===== config.mk =====
export PLATFORM = sky130hd
export DESIGN_NAME = pbrs_ctrl
export DESIGN_NICKNAME = d
export VERILOG_FILES = /design/src/rtl/core/pbrs_pkg.sv /design/src/rtl/core/pbrs_ctrl.sv
export VERILOG_INCLUDE_DIRS = /design/src /design/src/rtl/core
export SDC_FILE = /design/constraint.sdc
export NUM_CORES = 1
export LEC_CHECK = 0
export BUFFER_PORTS_ARGS = -buffer_cell sky130_fd_sc_hd__buf_2
export CAP_MARGIN = 0
export CELL_PAD_IN_SITES_DETAIL_PLACEMENT = 0
export CELL_PAD_IN_SITES_GLOBAL_PLACEMENT = 1
export CORE_MARGIN = 4
export CORE_UTILIZATION = 31
export CTS_CLUSTER_DIAMETER = 120
export CTS_CLUSTER_SIZE = 20
export DETAILED_ROUTE_END_ITERATION = 7
export PLACE_DENSITY = 0.83
export RECOVER_POWER = 50
export SLEW_MARGIN = 40
export SYNTH_ARGS = -nofsm -noshare
export SYNTH_HDL_FRONTEND = slang
export SYNTH_SLANG_ARGS = --single-unit

===== constraint.sdc =====
create_clock -name clk -period 2.6 [get_ports clk]
set_clock_uncertainty 0.05 [all_clocks]
set_input_delay 0 -clock clk [delete_from_list [all_inputs] [get_ports clk]]
set_output_delay 0 -clock clk [all_outputs]
set_load 0.05 [all_outputs]

===== src/rtl/core/assert_macros.svh =====
// Assertion macros shared by the scheduler modules
`ifndef ASSERT_MACROS_SVH
`define ASSERT_MACROS_SVH

// Check a property on every clock edge outside reset
`define ASSERT_ON(lbl, prop, msg) \
  lbl: assert property (@(posedge clk) disable iff (rst) (prop)) else $error(msg);

// Check a property on every clock edge, reset included
`define ASSERT_ALWAYS(lbl, prop, msg) \
  lbl: assert property (@(posedge clk) (prop)) else $error(msg);

`endif


===== src/rtl/core/pbrs_pkg.sv =====
// Shared constants, codes and control structs of the batch request scheduler
`default_nettype none
package pbrs_pkg;

  localparam int TABLE_DEPTH_DEF = 64;
  localparam int LENGTH_BITS_DEF = 16;

  localparam int CMD_W    = 2;
  localparam int ID_W     = 7;
  localparam int PRIO_W   = 2;
  localparam int TIME_W   = 48;
  localparam int PLEN_W   = 16;
  localparam int LIMIT_W  = 7;
  localparam int STATUS_W = 2;
  localparam int TOTAL_W  = 7;
  localparam int BUDGET_W = 24;
  localparam int ADMIT_W  = 7;
  localparam int CFG_W    = 24;
  localparam int CFG_IDX_W = 2;
  localparam int ESTATE_W = 2;

  // most picks in one batch and the id buffer that holds them
  localparam int MAX_PICKS = 64;
  localparam int PICK_AW   = 6;

  localparam logic [CMD_W-1:0] CMD_ADD      = 2'd0;
  localparam logic [CMD_W-1:0] CMD_CANCEL   = 2'd1;
  localparam logic [CMD_W-1:0] CMD_COMPLETE = 2'd2;
  localparam logic [CMD_W-1:0] CMD_BATCH    = 2'd3;

  localparam logic [STATUS_W-1:0] STS_OK      = 2'd0;
  localparam logic [STATUS_W-1:0] STS_INVALID = 2'd1;
  localparam logic [STATUS_W-1:0] STS_REFUSED = 2'd2;
  localparam logic [STATUS_W-1:0] STS_FULL    = 2'd3;

  localparam logic [ESTATE_W-1:0] ES_PENDING   = 2'd0;
  localparam logic [ESTATE_W-1:0] ES_RUNNING   = 2'd1;
  localparam logic [ESTATE_W-1:0] ES_COMPLETED = 2'd2;
  localparam logic [ESTATE_W-1:0] ES_CANCELLED = 2'd3;

  localparam logic [CFG_IDX_W-1:0] CFG_BUDGET = 2'd0;
  localparam logic [CFG_IDX_W-1:0] CFG_ADMIT  = 2'd1;
  localparam logic [CFG_IDX_W-1:0] CFG_CONT   = 2'd2;

  localparam logic [BUDGET_W-1:0] BUDGET_RST = 24'd4096;
  localparam logic [ADMIT_W-1:0]  ADMIT_RST  = 7'd32;

  // controller to datapath
  typedef struct packed {
    logic in_ready;
    logic do_add;
    logic look_rd;
    logic do_update;
    logic batch_init;
    logic scan_init;
    logic scan_step;
    logic pick;
    logic load_empty;
    logic emit_rd;
    logic emit_ld;
  } pbrs_cmd_t;

  // datapath to controller
  typedef struct packed {
    logic             in_fire;
    logic [CMD_W-1:0] in_cmd;
    logic             limit_zero;
    logic             scan_done;
    logic             pick_ok;
    logic             pick_final;
    logic             sel_zero;
    logic             out_valid;
    logic             emit_done;
  } pbrs_stat_t;

endpackage
`default_nettype wire


===== src/rtl/core/pbrs_ctrl.sv =====
// Command sequencer of the batch request scheduler
`default_nettype none
`include "assert_macros.svh"
module pbrs_ctrl (
  input  wire logic           clk,
  input  wire logic           rst,
  input  pbrs_pkg::pbrs_stat_t stat,
  output pbrs_pkg::pbrs_cmd_t  ctl
);

  localparam logic [3:0] S_IDLE   = 4'd0;
  localparam logic [3:0] S_ADD    = 4'd1;
  localparam logic [3:0] S_LOOK   = 4'd2;
  localparam logic [3:0] S_UPD    = 4'd3;
  localparam logic [3:0] S_RESP   = 4'd4;
  localparam logic [3:0] S_BSTART = 4'd5;
  localparam logic [3:0] S_SINIT  = 4'd6;
  localparam logic [3:0] S_SCAN   = 4'd7;
  localparam logic [3:0] S_PICK   = 4'd8;
  localparam logic [3:0] S_ERD    = 4'd9;
  localparam logic [3:0] S_ELD    = 4'd10;
  localparam logic [3:0] S_EWAIT  = 4'd11;

  logic [3:0] state, state_next;

  always_comb begin
    state_next = state;
    ctl = '0;
    unique case (state)
      S_IDLE: begin
        ctl.in_ready = 1'b1;
        if (stat.in_fire) begin
          unique case (stat.in_cmd)
            pbrs_pkg::CMD_ADD:      state_next = S_ADD;
            pbrs_pkg::CMD_CANCEL,
            pbrs_pkg::CMD_COMPLETE: state_next = S_LOOK;
            pbrs_pkg::CMD_BATCH:    state_next = S_BSTART;
            default:                state_next = S_IDLE;
          endcase
        end
      end
      S_ADD: begin
        ctl.do_add = 1'b1;
        state_next = S_RESP;
      end
      S_LOOK: begin
        ctl.look_rd = 1'b1;
        state_next = S_UPD;
      end
      S_UPD: begin
        ctl.do_update = 1'b1;
        state_next = S_RESP;
      end
      S_RESP: begin
        if (!stat.out_valid) state_next = S_IDLE;
      end
      S_BSTART: begin
        ctl.batch_init = 1'b1;
        if (stat.limit_zero) begin
          ctl.load_empty = 1'b1;
          state_next = S_RESP;
        end else begin
          state_next = S_SINIT;
        end
      end
      S_SINIT: begin
        ctl.scan_init = 1'b1;
        state_next = S_SCAN;
      end
      S_SCAN: begin
        ctl.scan_step = 1'b1;
        if (stat.scan_done) state_next = S_PICK;
      end
      S_PICK: begin
        if (stat.pick_ok) begin
          ctl.pick = 1'b1;
          state_next = stat.pick_final ? S_ERD : S_SINIT;
        end else if (stat.sel_zero) begin
          ctl.load_empty = 1'b1;
          state_next = S_RESP;
        end else begin
          state_next = S_ERD;
        end
      end
      S_ERD: begin
        ctl.emit_rd = 1'b1;
        state_next = S_ELD;
      end
      S_ELD: begin
        ctl.emit_ld = 1'b1;
        state_next = S_EWAIT;
      end
      S_EWAIT: begin
        if (!stat.out_valid) state_next = stat.emit_done ? S_IDLE : S_ERD;
      end
      default: state_next = S_IDLE;
    endcase
  end

  always_ff @(posedge clk) begin
    if (rst) state <= S_IDLE;
    else     state <= state_next;
  end

  `ASSERT_ON(a_out_only_in_wait, !stat.out_valid || state == S_RESP || state == S_EWAIT, "result held outside a wait state")
  `ASSERT_ON(a_fire_means_idle, !stat.in_fire || $past(state_next == S_IDLE) || state == S_IDLE, "command taken while busy")

endmodule
`default_nettype wire


Yosys cells after proc, flatten, opt, wreduce, memory -nomap -nowiden

Cells that the tools add are included.
W data, S select, Z words.

Memories kept: 0
RAM bits: 0
Latch bits: 0
Logic and storage cells: 50
Register bits after elaboration: 4
Input bits: 12
Bits in read-only memories: 0

Multiplexer cells: 26
Shift-type cells: 0
Divide/modulo/power cells: 0
Reductions and logical operators: 5
Equality and inequality tests: 18
Multipliers: 0
Magnitude comparators: 0
Add/subtract/negate cells: 0
Bitwise operators: 0

Operators with widths:

| operator             | number |
|---|---|
| $pmux W4 S11         | 1 |
| $mux W4              | 8 |
| $eq A4 B3 Y1 const B | 4 |
| $eq A4 B4 Y1 const B | 4 |
| $mux W1              | 14 |
| $pmux W4 S3          | 1 |
| $eq A4 B2 Y1 const B | 2 |
| $ne A2 B2 Y1 const B | 4 |
| $eq A2 B2 Y1 const B | 2 |
| $eq A4 B1 Y1 const B | 1 |
| $logic_not A4 Y1     | 1 |
| $reduce_and A4 Y1    | 1 |
| $reduce_or A2 Y1     | 2 |
| $eq A2 B1 Y1 const B | 1 |
| $logic_not A2 Y1     | 1 |
| $mux W2              | 1 |
| $pmux W1 S2          | 1 |

Depth between registers and ports, before layout

Gate-level depths: netlist (run 1).

Depth in word-level cells: 5
Gate-level depth with buffers: 6
Mapped depth without buffers: 6

Least setup slack after synthesis (run 1)

Ideal clock, no wire load.

Path type: reg-to-output
Start point: register state[1]
End point: output ctl[10] in the netlist's numbering
Slack: 486 ps
Data required time: 2550 ps
Cell stages (with the launch flop): 4
Data arrival time: 2064 ps
Cells stage by stage: dfxtp_1 buf_6 buf_4 nor4_1

RTL lines:

| what                   | RTL line         | RTL |
|---|---|---|
| start, declared        | pbrs_ctrl.sv:24  | `logic [3:0] state, state_next;` |
| start signal, assigned | pbrs_ctrl.sv:102 | `else state <= state_next;` |
| end, declared          | pbrs_ctrl.sv:8   | `output pbrs_pkg::pbrs_cmd_t ctl` |

==> run_results.csv, run 1 <==
group,metric,value,unit
placement,placed_area,573.1,um2
synth,synthArstFlopShare,0,
critical_path,cp_cell_sequence,"inv_1, nand2_1, or3_1, a21oi_1, buf_2",
clocking,path_clk_slew,0.04,ns
pwr,ir_drop,410.3,uV
synth,ys_types,31,
die,die_x,47.27,um
route,firstDrtPassIters,4,
die,ioPinCount,23,
critical_path,crit_required,2.55,ns
grt,grt_pass1_wl,2332,um
synth,yosysTopAreaCell,"dfxtp_1",
synth,ys_ff_latch,4,
finish,nets,108,
clocking,numCtsBuffers,3,
synth,synth_edf_count,0,
pwr,power_density,1122,nW/um2
grt,grt-ovfl-total,0,
synth,netlist_instances,72,
route,vias_per_cell,5.611,
clocking,cts_num_sinks,4,
clocking,htreeDepth,1,
route,vias,606,
critical_path,arrival,1.85,ns
finish,diodes,0,
route,drc,0,
route,wirelength,1429,um
sta,max_freq,525.1,MHz
grt,grt_max_degree,19,
synth,avgSynthCellArea,6.638,um2
clocking,clk_latency,0.23,ns
finish,fin_area,596.8,um2
route,ant_nets,0,
placement,placed_cells,104,
finish,syn2layout_area_growth,24.87,%
synth,synth_top_cell_area_share,0.1675,
synth,syn_area,478.0,um2
synth,yosysSeqAreaShare,0.1675,
critical_path,path_delay_family,"simple AND/OR/NAND/NOR gates",
grt,grt_use_total,0.1423,
critical_path,start_kind,"flop",
sta,final-setup-viol-count,0,
die,row_count,13,
critical_path,path_class,"flop to output pin",
grt,antenna_found_initial,0,
hold_path,hold_path.class,"input port to flop",
synth,synth_common_cells,"10 x a21oi_1, 10 x nor2_1, 6 x nor3_1",
critical_path,critPathMaxStageDelay,0.44,ns
finish,top_regs,"state x4",
critical_path,endpoint_kind,"output pin",
die,initial_core_util,0.3457,
synth,yosysWarningCount,0,
critical_path,worstPathMaxFanout,14,
finish,top_register,"state",
sta,fin_setup_tns,0,ns
clocking,cts_tree,"yes",
placement,numPortBuffers,22,
clocking,cts_root_buffer,"clkbuf_4",
grt,grt_pass1_vias,551,
clocking,cts_buffer_depth,2,
die,core-area,1383,um2
synth,ys.flop_type,"dfxtp_1",
sta,hold_violations,0,
sta,maxSlewViolCount,0,
sta,relSlewSlack,0.6009,
sta,tightest_slew,0.6013,ns
finish,largest_reg_flops,4,
sta,rsz0062_at_grt,"no",
critical_path,cp_num_buf_inv,2,
die,dieArea,2234,um2
flow_run,drv_cap,0,
finish,drive_gt1_frac,0.2366,
finish,instances_no_fill,108,
status,outcome,"complete, no violations",
sta,fin_hold_ws,0.1404,ns
route,first_iter_violations,30,
critical_path,ff2ff_setup_slack,0.86,ns
route,post_drt_wl_per_cell,13.23,um
synth,ys_top_cells_by_area,"dfxtp_1 17%, a21oi_1 10%, nor2_1 7.9%, nor3_1 6.3%, nand2_1 3.9%",
die,die_h,47.27,um
synth,synth_fp_nets,85,
placement,hpwl,1037,um
sta,period_share,0.7324,
sta,fin_crit,1.904,ns
pwr,power_leakage,0.2329,nW
critical_path,slowest_stage,"dfxtp_1",
placement,place.gp.congestion,0.8014,
## repair_timing
action                                  in CTS  in global routing
endpoints found under the setup margin       0                  0
gates resized for setup                      0                  0
hold buffers                                 1                  0
buffers inserted                             0                  0
hold endpoints to repair                     4                  0
## stage by stage
stage	power, W	util	setup slack (ns)
after floorplan	0.0005308	-	0.4859
after global routing	0.0007260	0.4317	0.5717
final	0.0006698	0.4317	0.6957
after CTS	0.0006757	0.4380	0.6976
after detailed placement	0.0005936	0.4145	0.9056
after global placement	0.0005986	0.4145	0.8901
## placed cells by master (no fill, tap or decap)
cell / instances
and4_1: 1
nand2b_1: 2
o22ai_1: 2
ha_1: 1
nor4_1: 1
a21oi_1: 10
nand4_1: 1
a21oi_2: 1
o31a_1: 1
and3_1: 2
or3_1: 1
a211oi_2: 1
or4_4: 1
clkbuf_4: 3
nor3_1: 6
nor2_1: 10
a22o_1: 1
nand4b_1: 1
inv_1: 3
a31oi_1: 1
clkbuf_1: 7
nor3b_1: 1
dlygate4sd3_1: 1
xnor2_1: 1
dfxtp_1: 4
o211ai_1: 1
o31ai_1: 1
buf_2: 15
o211ai_2: 1
nand3_1: 3
nand2_1: 5
o21ai_1: 3
## final timing paths
| check | from | to | cells after the start |
|---|---|---|---|
| max reg2reg | state[1]$_SDFFE_PP0P_ | state[0]$_SDFFE_PP0P_ | 5 |
| min | stat[0] | state[0]$_SDFFE_PP0P_ | 4 |
| min reg2reg | state[2]$_SDFFE_PP0P_ | state[2]$_SDFFE_PP0P_ | 2 |
| max | state[0]$_SDFFE_PP0P_ | ctl[2] | 5 |
## layout make-up
| class | instances | area (um2) |
|---|---|---|
| inverters | 3 | 11.26 |
| clock buffers | 3 | 22.52 |
| flip-flops and latches | 4 | 80.08 |
| fillers | 154 | 785.8 |
| multi-input cells | 60 | 352.8 |
| repair buffers | 23 | 111.4 |
| well taps | 15 | 18.77 |
## worst reg2reg max path: stages (launching register included)
cell	delay (ns)
dfxtp_1	0.67
or4_4	0.25
a21oi_2	0.06
a211oi_2	0.36
o21ai_1	0.13
a21oi_1	0.15
## cells by family (layout without fill, tap and decap cells)
group                      Yosys count  after routing  synth area share
and+or+nand+nor                     35             35            0.3796
AOI/OAI and AO/OA                   23             23            0.3141
buffers and inverters                8             29           0.09423
DFF                                  4              4            0.1675
adders and majority gates            1              1           0.02617
xor gates and xnor gates             1              1           0.01833
## power breakdown
part,internal (W),switching [W],total [W]
combinational,0.000137,0.000290,0.000426
clock,0.0000516,0.0000248,0.0000764
sequential,0.0000826,0.0000844,0.000167
total,0.000271,0.000399,0.000670
## layer usage
layer,up-vias,global-route usage,routed length (um)
met5,-,0,0
met2,37,0.1898,524
met1,256,0.2207,739
li1,311,-,-
met4,0,0,3
met3,2,0.06130,162
Note: power is estimated with default switching activity, not from simulation.
==> inputs of run 2 (changes only) <==
--- a/config.mk
+++ b/config.mk
@@ -10,12 +10,13 @@
 export CAP_MARGIN = 0
 export CELL_PAD_IN_SITES_DETAIL_PLACEMENT = 0
 export CELL_PAD_IN_SITES_GLOBAL_PLACEMENT = 1
+export CORE_ASPECT_RATIO = 1.2
 export CORE_MARGIN = 4
-export CORE_UTILIZATION = 31
+export CORE_UTILIZATION = 26
 export CTS_CLUSTER_DIAMETER = 120
 export CTS_CLUSTER_SIZE = 20
 export DETAILED_ROUTE_END_ITERATION = 7
-export PLACE_DENSITY = 0.83
+export PLACE_DENSITY = 0.75
 export RECOVER_POWER = 50
 export SLEW_MARGIN = 40
 export SYNTH_ARGS = -nofsm -noshare
==> constraint.sdc (replaced) <==
create_clock -name clk -period 1.69 [get_ports clk]
set_clock_uncertainty 0.05 [all_clocks]
set_input_delay 0 -clock clk [delete_from_list [all_inputs] [get_ports clk]]
set_output_delay 0 -clock clk [all_outputs]
set_load 0.05 [all_outputs]
==> run_results.csv, run 2 (synthesis gave the netlist of run 1 again) <==
group,metric,value,unit
finish,syn2layout_area_growth,41.88,%
finish,top_regs,"state x4",
die,row_count,16,
placement,place.gp.congestion,0.8259,
sta,rsz0062_at_grt,"no",
die,dieArea,2591,um2
route,wirelength,1497,um
clocking,path_clk_slew,0.04,ns
finish,diodes,0,
die,die_h,54.97,um
pwr,power_density,1687,nW/um2
route,drc,0,
finish,top_register,"state",
pwr,ir_drop,811.1,uV
critical_path,crit-reg2reg-launch,"state[0]$_SDFFE_PP0P_",
grt,grt_pass1_vias,602,
critical_path,endpoint_kind,"output pin",
finish,nets,115,
sta,period_share,0.9486,
finish,largest_reg_flops,4,
clocking,cts_num_sinks,4,
finish,drive_gt1_frac,0.3800,
grt,grt-ovfl-total,0,
critical_path,setup.worst_path.start,"state[0]$_SDFFE_PP0P_",
finish,fin_util,0.4033,
clocking,clk_latency,0.23,ns
die,initial_core_util,0.2842,
finish,instances_no_fill,118,
critical_path,ff2ff_setup_slack,0.22,ns
placement,hpwl,1236,um
clocking,htreeDepth,1,
sta,max_freq,623.8,MHz
hold_path,hp-start,"stat[0]",
critical_path,r2r-end,"state[2]$_SDFFE_PP0P_",
critical_path,r2r_cells,5,
sta,worst_slack,0.08691,ns
hold_path,hold_depth,4,
placement,numPortBuffers,22,
clocking,numCtsBuffers,3,
finish,seqCellArea,80.08,um2
critical_path,worstPathMaxFanout,5,
pwr,power_leakage,0.2941,nW
sta,maxSlewViolCount,0,
critical_path,crit_required,1.64,ns
hold_path,hold_path.class,"input port to flop",
critical_path,start_kind,"flop",
sta,fin_setup_tns,0,ns
sta,fin_crit,1.603,ns
placement,placed_area,644.4,um2
die,ioPinCount,23,
sta,final-setup-viol-count,0,
route,first_iter_violations,11,
finish,multi_input_area,367.9,um2
sta,tightest_slew,0.5887,ns
grt,grt_max_degree,18,
route,firstDrtPassIters,4,
grt,antenna_found_initial,0,
hold_path,hold_path_end,"state[0]$_SDFFE_PP0P_",
die,core-area,1682,um2
grt,grt_pass1_wl,2394,um
finish,fin_area,678.2,um2
finish,final_common_cell,"buf_2",
route,vias_per_cell,5.492,
grt,grt_use_total,0.1293,
sta,relSlewSlack,0.6092,
route,ant_nets,0,
route,post_drt_wl_per_cell,12.69,um
sta,hold_violations,0,
status,outcome,"complete, no violations",
route,vias,648,
finish,fillers,197,
clocking,cts_tree,"yes",
placement,pre_cts_ws,0.2142,ns
placement,placed_cells,114,
critical_path,arrival,1.55,ns
clocking,cts_buffer_depth,2,
clocking,postCtsSetupRepairBufs,0,
flow_run,drv_cap,0,
finish,layout.cells.most_common_list,"14 x buf_2, 10 x nor2_1, 9 x a21oi_1, 7 x buf_4, 6 x clkbuf_2",
critical_path,path_class,"flop to output pin",
clocking,cts_root_buffer,"clkbuf_4",
die,die_x,47.14,um
-- run 2: changes by cell type in the layout (fill, tap and decap cells not counted) --
cell      before  now
nor3_1         6    5
a21oi_2        1    2
nor4_2         0    1
clkbuf_2       0    6
clkbuf_4       3    4
nor4_1         1    0
buf_4          0    7
a21oi_1       10    9
buf_2         15   14
nor3_2         0    1
clkbuf_1       7    1
-- run 2: worst max-delay path by stage --
stage | cells past startpoint | to
after global routing | 5 | ctl[2]
after global placement | 5 | state[3]$_SDFFE_PP0P_
after detailed placement | 5 | state[2]$_SDFFE_PP0P_
final | 5 | ctl[2]
after floorplan | 3 | ctl[6]
after CTS | 5 | ctl[2]
-- run 2: per-layer routing --
| metal | global-route usage | vias to the layer above | wire (um) |
|---|---|---|---|
| met5 | 0 | - | 0 |
| met4 | 0.09677 | 0 | 27 |
| met3 | 0.009709 | 4 | 97 |
| met2 | 0.2104 | 19 | 712 |
| met1 | 0.1553 | 302 | 660 |
| li1 | - | 323 | - |
-- run 2: repair_timing --
action,CTS,global route
setup endpoints to repair,0,1
hold endpoints to repair,4,0
hold buffers,1,0
gates resized for setup,0,1
-- run 2: critical path, stage by stage, from the launching register on --
cell	delay (ns)
dfxtp_1	0.32
inv_1	0.15
nand2_1	0.13
or3_1	0.37
a21oi_2	0.12
clkbuf_4	0.23
-- run 2: through the flow --
| stage | hold slack (ns) | power, W |
|---|---|---|
| 2_1_floorplan | 0.01907 | 0.0008374 |
| 5_1_grt | 0.1678 | 0.001240 |
| 4_1_cts | 0.1056 | 0.001159 |
| 3_5_place_dp | 0.1626 | 0.001036 |
| 6_report | 0.1169 | 0.001144 |
| 3_3_place_gp | 0.1570 | 0.001037 |
-- run 2: layout make-up --
cell class | count | area share
tap | 18 | 0.03321
timing repair buffer | 30 | 0.2565
sequential | 4 | 0.1181
clock buffer | 3 | 0.03321
multi-input combinational | 60 | 0.5424
inverter | 3 | 0.01661
-- run 2: power by group --
part	internal (W)	leakage [nW]	switching [W]	total, W
Combinational	0.000300	0.248	0.000578	0.000877
Sequential	0.000127	0.0328	0.0000250	0.000152
Clock	0.0000792	0.0138	0.0000352	0.000114
Total	0.000506	0.294	0.000638	0.00114
==> inputs of run 3 (changes only) <==
--- a/config.mk
+++ b/config.mk
@@ -16,7 +16,7 @@
 export CTS_CLUSTER_DIAMETER = 120
 export CTS_CLUSTER_SIZE = 20
 export DETAILED_ROUTE_END_ITERATION = 7
-export PLACE_DENSITY = 0.75
+export PLACE_DENSITY_LB_ADDON = 0.1
 export RECOVER_POWER = 50
 export SLEW_MARGIN = 40
 export SYNTH_ARGS = -nofsm -noshare
==> run_results.csv, run 3 (synthesis gave the netlist of run 1 again) <==
group,metric,value,unit
status,outcome,"complete, no violations",
finish,nets,114,
sta,hold_violations,0,
route,drc,0,
placement,hpwl,1227,um
route,firstDrtPassIters,4,
clocking,numCtsBuffers,3,
finish,top_register,"state",
route,wirelength,1538,um
critical_path,r2r-end,"state[0]$_SDFFE_PP0P_",
sta,rsz0062_at_grt,"no",
route,post_drt_wl_per_cell,13.15,um
critical_path,worstPathMaxFanout,9,
pwr,power_leakage,0.2918,nW
grt,grt_pass1_wl,2677,um
hold_path,hold_depth,4,
critical_path,endpoint_kind,"output pin",
die,die_x,47.14,um
finish,drive_gt1_frac,0.4141,
critical_path,cp_cell_sequence,"buf_4, or3_1, a21oi_2, buf_4",
critical_path,r2r_cells,5,
finish,syn2layout_area_growth,41.62,%
placement,placed_area,636.9,um2
grt,grt_pass1_vias,634,
hold_path,hp-start,"stat[0]",
critical_path,crit-reg2reg-launch,"state[2]$_SDFFE_PP0P_",
clocking,htreeDepth,1,
route,ant_nets,0,
finish,largest_reg_flops,4,
finish,layout.cells.most_common_list,"13 x buf_2, 10 x nor2_1, 9 x a21oi_1, 7 x clkbuf_2, 7 x buf_4",
clocking,clk_latency,0.23,ns
flow_run,drv_cap,0,
pwr,power_density,1712,nW/um2
grt,grt_use_total,0.1438,
sta,maxSlewViolCount,0,
placement,pre_cts_ws,0.1631,ns
clocking,postCtsSetupRepairBufs,0,
critical_path,critPathMaxStageDelay,0.40,ns
grt,antenna_found_initial,0,
die,core-area,1682,um2
sta,fin_hold_ws,0.1166,ns
grt,grt-ovfl-total,0,
critical_path,ff2ff_setup_slack,0.15,ns
grt,grt_max_degree,18,
clocking,cts_root_buffer,"clkbuf_4",
sta,worst_slack,0.09523,ns
pwr,ir_drop,648.8,uV
critical_path,cp_num_buf_inv,2,
die,row_count,16,
sta,tightest_slew,0.3337,ns
critical_path,crit_required,1.64,ns
finish,top_regs,"state x4",
route,vias_per_cell,5.333,
placement,numPortBuffers,22,
critical_path,slowest_stage,"dfxtp_1",
clocking,cts_num_sinks,4,
hold_path,hold_path_end,"state[0]$_SDFFE_PP0P_",
critical_path,arrival,1.54,ns
clocking,cts_tree,"yes",
die,ioPinCount,23,
sta,fin_crit,1.595,ns
critical_path,path_delay_family,"buffers and inverters",
finish,final_common_cell,"buf_2",
hold_path,hold_path.class,"input port to flop",
die,initial_core_util,0.2842,
placement,place.gp.congestion,0.8837,
critical_path,cp_common_cell,"buf_4",
finish,diodes,0,
sta,period_share,0.9436,
finish,fin_area,676.9,um2
route,vias,624,
sta,relSlewSlack,0.7772,
die,dieArea,2591,um2
sta,final-setup-viol-count,0,
critical_path,start_kind,"flop",
clocking,path_clk_slew,0.04,ns
die,die_h,54.97,um
route,first_iter_violations,10,
critical_path,path_class,"flop to output pin",
clocking,cts_buffer_depth,2,
sta,max_freq,627.1,MHz
-- run 3: timing repair --
| action | CTS | global route |
|---|---|---|
| hold endpoints to repair | 4 | 0 |
| hold buffers | 1 | 0 |
| endpoints found under the setup margin | 1 | 2 |
| gates resized for setup | 2 | 3 |
-- run 3: layout make-up --
cell class	instances	area (um2)
clock buffers	3	22.52
fillers	195	1005
well taps	18	22.52
repair buffers	29	170.2
flip-flops and latches	4	82.58
inverters	3	11.26
multi-input cells	60	367.9
-- run 3: routing by layer --
layer  part of all wire  track usage  wire [um]  vias up
met5                  0            0          0        -
met4             0.0046      0.07834          7        0
met3              0.026     0.009709         40        2
met2               0.53       0.2511        816       13
met1               0.44       0.1709        674      287
li1                   -            -          -      322
-- run 3: power breakdown --
part           internal (W)  switching, W
clock network     0.0000795     0.0000398
registers          0.000130     0.0000538
logic              0.000298      0.000558
-- run 3: how the worst max path moves through the flow --
stage	from	end	slack, ns	depth (start not counted)
3_3_place_gp	state[0]$_SDFFE_PP0P_	state[3]$_SDFFE_PP0P_	0.19	5
3_5_place_dp	state[0]$_SDFFE_PP0P_	state[0]$_SDFFE_PP0P_	0.16	5
6_report	state[2]$_SDFFE_PP0P_	ctl[2]	0.1	4
4_1_cts	state[0]$_SDFFE_PP0P_	ctl[2]	0.04	5
5_1_grt	state[2]$_SDFFE_PP0P_	state[0]$_SDFFE_PP0P_	0.02	6
2_1_floorplan	state[0]$_SDFFE_PP0P_	ctl[6]	-0.1	3
-- run 3: metrics by stage --
stage	utilization	power, W	std cells	TNS [ns]
floorplan	-	0.0008374	72	-0.1974
global placement	0.3787	0.001043	113	0
detailed placement	0.3787	0.001026	113	0
CTS	0.4003	0.001158	117	0
global route	0.4025	0.001270	117	0
finish	0.4025	0.001159	117	0
-- run 3: tightest hold or removal path, stage by stage --
cell     delay [ns]
buf_2          0.09
o31ai_1        0.07
o21ai_1        0.13
a21oi_1        0.07
